==> config.mk <==
export PLATFORM = sky130hd
export DESIGN_NAME = sltb_cell
export DESIGN_NICKNAME = d
export VERILOG_FILES = /design/src/sv/assert_macros.svh /design/src/sv/sltb_pkg.sv /design/src/sv/sltb_cell.sv
export SDC_FILE = /design/constraint.sdc
export NUM_CORES = 1
export LEC_CHECK = 0
export ABC_AREA = 1
export BUFFER_PORTS_ARGS = -buffer_cell sky130_fd_sc_hd__buf_2
export CAP_MARGIN = 40
export CORE_UTILIZATION = 30
export CTS_BUF_LIST = sky130_fd_sc_hd__clkbuf_16
export DETAILED_ROUTE_END_ITERATION = 8
export PLACE_DENSITY = 0.59
export SETUP_SLACK_MARGIN = 0.05
export SLEW_MARGIN = 20
export SYNTH_ARGS = -nofsm -noshare
export SYNTH_HDL_FRONTEND = slang
export SYNTH_SLANG_ARGS = --single-unit
==> constraint.sdc <==
create_clock -name clk -period 2 [get_ports clk]
set_input_delay 0.2 -clock clk [delete_from_list [all_inputs] [get_ports clk]]
set_output_delay 0.2 -clock clk [all_outputs]
set_load 0.005 [all_outputs]
==> src/sv/assert_macros.svh <==
// Assertion macros shared by the RTL that checks itself.
// No dependencies; include by bare file name.
`ifndef ASSERT_MACROS_SVH
`define ASSERT_MACROS_SVH

// Check prop at every rising clock edge outside reset (active-low reset).
`define CHK_ASSERT(label, clk, rst_n, prop, msg) \
  label: assert property (@(posedge clk) disable iff (!rst_n) (prop)) else $error(msg);

// Check that cond at one edge implies res at the same edge.
`define CHK_IMPLY(label, clk, rst_n, cond, res, msg) \
  label: assert property (@(posedge clk) disable iff (!rst_n) (cond) |-> (res)) \
    else $error(msg);

`endif

==> src/sv/sltb_pkg.sv <==
// Shared types and codes for the sorted list table.
// No dependencies; used by sltb_cell and sorted_list_table_top.
package sltb_pkg;

  localparam logic [2:0] OP_INSERT     = 3'd0;
  localparam logic [2:0] OP_FIND       = 3'd1;
  localparam logic [2:0] OP_READ       = 3'd2;
  localparam logic [2:0] OP_DEL_FIRST  = 3'd3;
  localparam logic [2:0] OP_DEL_ALL    = 3'd4;

  localparam logic [1:0] ST_DONE       = 2'd0;
  localparam logic [1:0] ST_NOT_FOUND  = 2'd1;
  localparam logic [1:0] ST_FULL       = 2'd2;

  localparam int OP_W   = 3;
  localparam int ST_W   = 2;
  localparam int POS_W  = 7;
  localparam int FLD_W  = 32;

  // Strobes from the sequencer to every cell.
  typedef struct packed {
    logic cmp;   // capture compare flags against the key
    logic ins;   // open a slot and insert the key
    logic del;   // close up over the first match
  } ctl_t;

  // Compare flags held by one cell.
  typedef struct packed {
    logic valid; // cell lies below the entry count
    logic gt;    // stored value greater than key
    logic eq;    // stored value equal to key
    logic sel;   // cell sits at the requested read position
  } flags_t;

endpackage

==> src/sv/sltb_cell.sv <==
// One cell of the sorted chain: a stored value plus its compare flags.
// Depends on sltb_pkg; instantiated by sorted_list_table_top.
module sltb_cell #(
  parameter int DATA_WIDTH = 32,
  parameter int INDEX      = 0,
  parameter int CNT_W      = 7
) (
  input  logic                         clk,
  input  sltb_pkg::ctl_t               ctl,
  input  logic [DATA_WIDTH-1:0]        key,
  input  logic [CNT_W-1:0]             count,
  input  logic [sltb_pkg::POS_W-1:0]   pos,
  input  logic [DATA_WIDTH-1:0]        left_val,
  input  logic [DATA_WIDTH-1:0]        right_val,
  input  logic                         left_ins,
  output logic [DATA_WIDTH-1:0]        value,
  output sltb_pkg::flags_t             flags,
  output logic                         ins
);

  logic [DATA_WIDTH-1:0] value_r;
  sltb_pkg::flags_t      flags_r;
  sltb_pkg::flags_t      flags_nxt;
  logic                  shl;

  always_comb begin
    flags_nxt.valid = (INDEX < int'(count));
    flags_nxt.gt    = flags_nxt.valid && ($signed(value_r) > $signed(key));
    flags_nxt.eq    = flags_nxt.valid && (value_r == key);
    flags_nxt.sel   = flags_nxt.valid && (int'(pos) == INDEX + 1);
  end

  // Insert region: every cell at or past the first greater entry.
  assign ins = !flags_r.valid || flags_r.gt;
  // Close-up region: every cell from the first match onward.
  assign shl = !flags_r.valid || flags_r.gt || flags_r.eq;

  always_ff @(posedge clk) begin
    if (ctl.cmp) begin
      flags_r <= flags_nxt;
    end
    if (ctl.ins && ins) begin
      value_r <= left_ins ? left_val : key;
    end else if (ctl.del && shl) begin
      value_r <= right_val;
    end
  end

  assign value = value_r;
  assign flags = flags_r;

endmodule

Yosys cells after proc, flatten, opt, wreduce, memory -nomap -nowiden
Index checks and enable logic that the tools add are counted.
W data, S select, Z words.
{"block": "totals", "wordCells": 21, "reg_bits": 36, "in_bits": 115}
{"block": "op_classes", "eq_ne": 2, "muxes": 3, "magnitude_cmp": 2, "n_reduce_logical": 9}
{"cell": "$mux W32", "n": 3}
{"cell": "$eq A32 B32 Y1", "n": 1}
{"cell": "$gt A32 B32 Y1", "n": 1}
{"cell": "$eq A7 B2 Y1 const B", "n": 1}
{"cell": "$lt A1 B7 Y1 const A", "n": 1}
{"cell": "$logic_and A1 B1 Y1", "n": 5}
{"cell": "$logic_or A1 B1 Y1", "n": 2}
{"cell": "$reduce_bool A2 Y1", "n": 1}
{"cell": "$logic_not A1 Y1", "n": 1}

Depth between registers and ports, before layout
{"block": "logic_depth", "depth_word": 6, "mapped_depth": 16, "ltp_nobuf": 16}

Worst setup path after synthesis
OpenSTA, ideal clock, no wires.
{"block": "synth_timing", "path_type": "register to register", "start": "register flags_r (netlist bit flags[3])", "end": "register value_r[0], in the netlist value[0] (enable)", "n_path_buf": 1, "t_arrival_ps": 1554, "setup_ps": 389, "stages_incl_launch_ff": 5, "synth_period_minus_slack_ps": 1944, "path_slack_ps": 56, "cell_sequence": "edfxtp_1 > nand2_1 > nand2_1 > buf_2 > nand2_1"}
{"block": "synth_between", "elab_chain_cells": 5, "elab_cells_between_ends": 6, "classes_between": "reduce/logical (6)"}
{"item": "from (decl)", "line_no": "sltb_cell.sv:22", "rtl": "sltb_pkg::flags_t flags_r;"}
{"item": "from (signal assigned)", "line_no": "sltb_cell.sv:40", "rtl": "flags_r <= flags_nxt;"}
{"item": "$logic_not A1 Y1 *", "line_no": "sltb_cell.sv:34", "rtl": "assign ins = !flags_r.valid || flags_r.gt;"}
{"item": "$logic_or A1 B1 Y1 *", "line_no": "sltb_cell.sv:34"}
{"item": "net ins", "line_no": "sltb_cell.sv:18", "rtl": "output logic ins"}
{"item": "$logic_or A1 B1 Y1", "line_no": "sltb_cell.sv:36", "rtl": "assign shl = !flags_r.valid || flags_r.gt || flags_r.eq;"}
{"item": "$logic_and A1 B1 Y1", "line_no": "sltb_cell.sv:44", "rtl": "end else if (ctl.del && shl) begin"}
{"item": "$reduce_bool A2 Y1 (no source line) *"}
{"item": "to (signal assigned)", "line_no": "sltb_cell.sv:43", "rtl": "value_r <= left_ins ? left_val : key;"}
{"item": "to (signal assigned)", "line_no": "sltb_cell.sv:45", "rtl": "value_r <= right_val;"}
{"item": "to (decl)", "line_no": "sltb_cell.sv:21", "rtl": "logic [DATA_WIDTH-1:0] value_r;"}
Mark *: on every way through the listed nets, which the timed path passes. The rest lies on a longest branch.
A chain may end at the register's enable or synchronous reset.

==> out/metrics.csv <==
metric;value;unit
status;finished, final reports clean;
ANT cells;0;
CTS Sinks;36;
routed wl met2;3.57;mm
initial antenna violation count;0;
Post-Synthesis Cells;371;
core footprint;0.00876;mm^2
PD cells;651;mW/mm^2
Final nets;668;
Clock Latency Late Sink;0.27;ns
Comb power frac;0.296;
WL final;7.24;mm
FP Rows;34;
VDD IR-drop max;0.327;mV
routed wl met3;423;um
CP Depth;8;
CTS buffer count;5;
CTS Hold Bufs;0;
Initial Utilization;0.313;
DIE HEIGHT;97.6;um
final number of setup-violating endpoints;0;
Setup CP Type;reg -> reg;
DRT Pass-1 Iters;4;
area post-placement;0.00362;mm^2
postcts setup bufs;0;
Avg Cell Area, Syn;7.38;um^2
area of the multi-input gates;0.00143;mm^2
period utilisation layout;0.876;
#FFs+latches synth;36;
Cell variety after synth;20;
Fin. Hold Viols;0;
Worst Hold Depth;1;
TritonCTS clock tree;done;
DRC;0;
Critical Path Source;value[31]$_DFFE_PP_;
CP delay by family, top;compound AO/OA/AOI/OAI gates;
number of routed nets with antenna violations;0;
Crit Path Max Fanout;4;
mapped cell area;0.00274;mm^2
post-synthesis sequential area ratio;0.395;
IO Port Bufs;151;
DP HPWL;5.88;mm
Least-Margin Pin Slew;0.566;ns
Worst path max stage delay;0.40;ns
IO Pins;152;
buffers and inverters on the worst path;0;
H-tree levels;2;
r2r endpoint;flags[2]$_DFFE_PP_;
clock share of power;0.287;
worst path required time;2.03;ns
largest net degree at the start of global routing;65;
via-per-instance ratio;4.39;
Hold/Removal Path Class;in -> reg;
wire length on met1;3.19;mm
fin crit period;1.75;ns
FMAX;570;MHz
Reg power frac;0.417;
Initial DRC Count;41;
Worst setup endpoint;flags[2]$_DFFE_PP_;
max layer used;met4;
max-slew violations;0;
Layout area overhead;36.8;%
DP Cell Count;622;
Worst setup SP type;flip-flop;
grt ovf;0;
fin cells;627;
Reg2Reg Depth;8;
internal power;1.73;mW
Worst EP arrival;1.78;ns
clk buf depth;2;
max_slew headroom;0.622;
net switching power;711;uW
Clk pin slew, worst setup/hold paths;0.05;ns
Slowest cell on crit path;edfxtp_1;
CTS root buffer;clkbuf_16;
Placer Congestion;0.766;
DIE AREA;0.00952;mm^2
die width;97.6;um
vias in the first global route;2725;
max-cap violations;0;
sequential cell area;0.00108;mm^2
average wire per standard cell;11.6;um
Tot GR Track Use;0.154;
RSZ-0062 raised after global routing;false;
FF-to-FF setup slack;0.25;ns
Sw Ratio;0.291;
layout cells sized above 1;0.326;
synth warn;0;
first-pass GRT wire length;11.9;mm
Worst Clk Skew;0.00219;ns
critical path cell sequence;ha_1, a21oi_1, o21a_2, nand2_1, a21oi_1, nand3_1, nand2_1, nor2_2;
Critical Path End Type;flip-flop;
cts repair resizes;0;
Setup TNS;0;ns
reg-to-reg startpoint;value[31]$_DFFE_PP_;
Mapped Nets;518;
hold_sp;ctl[2];
Leak;2.11;nW
Filler Cells Inserted;919;
total vias in the final route;2755;
post-route design area;0.00375;mm^2
-- state kept, by name, summed over array words and instances (netlist names) --
| name | count |
|---|---|
| value | 32 |
| flags | 4 |
-- cell usage after synthesis --
cell        n  share of area
a21o_1      1         0.0027
a21oi_1    13          0.024
and2_1      1         0.0023
buf_2      10          0.018
clkbuf_1    3         0.0041
edfxtp_1   36           0.39
ha_1       32           0.15
inv_1      44          0.060
inv_2       1         0.0014
nand2_1   166           0.23
nand2_2     1         0.0023
nand3_1     3         0.0055
nand4_1     4         0.0091
nor2_1     12          0.016
nor2_2      3         0.0069
nor3_1      2         0.0037
nor3_2      1         0.0037
nor4_1      1         0.0023
o21a_2      1         0.0032
o21ai_0    36          0.066
-- cell type report --
class / instances / area share
inverters: 45 / 0.0451
well taps: 108 / 0.0361
flip-flops and latches: 36 / 0.289
multi-input cells: 277 / 0.382
clock buffers: 5 / 0.0334
repair buffers: 156 / 0.215
-- worst min-delay path by stage --
| stage | to | slack, ns |
|---|---|---|
| floorplan | flags[0]$_DFFE_PP_ | 0.31 |
| global placement | flags[0]$_DFFE_PP_ | 0.47 |
| detailed placement | value[8]$_DFFE_PP_ | 0.47 |
| CTS | value[8]$_DFFE_PP_ | 0.19 |
| global route | flags[1]$_DFFE_PP_ | 0.20 |
| finish | flags[0]$_DFFE_PP_ | 0.20 |
-- cells by family after synthesis --
group                      count (synthesis)  share of synthesized area
and+or+nand+nor                          194                      0.280
DFF                                       36                      0.395
AOI/OAI and AO/OA                         51                     0.0955
adders and majority gates                 32                      0.146
buffers and inverters                     58                     0.0841
-- metal layers --
layer / vias to the layer above / global-route usage
li1: 1489 / -
met1: 1183 / 0.186
met2: 79 / 0.276
met3: 4 / 0.0309
met4: 0 / 0.0373
met5: - / 0
-- per-stage QoR --
step	worst slack, ns	hold slack (ns)	power (mW)	utilization
floorplan	0.0562	0.312	1.44	-
global placement	0.194	0.471	1.75	0.413
detailed placement	0.216	0.473	1.77	0.413
CTS	0.211	0.190	2.48	0.427
global route	0.0646	0.196	2.62	0.427
finish	0.247	0.195	2.44	0.427
-- cell usage in the layout, fill, tap and decap left out, drive strengths merged --
cell	synthesis	routed
nand2	167	167
buf	10	156
inv	45	45
o21ai	36	36
edfxtp	36	36
ha	32	32
nor2	15	15
a21oi	13	13
clkbuf	3	5
nand4	4	4
nand3	3	3
nor3	3	3
nor4	1	1
and2	1	1
a21o	1	1
o21a	1	1
-- power by group through the flow --
stage	Clock, mW	Sequential (mW)	Combinational (mW)
2_1_floorplan	0	1.04	0.395
3_3_place_gp	0	1.03	0.721
3_5_place_dp	0	1.03	0.733
4_1_cts	0.724	1.02	0.736
5_1_grt	0.750	1.03	0.839
6_report	0.701	1.02	0.722
Note: power is estimated with default switching activity, not from simulation.
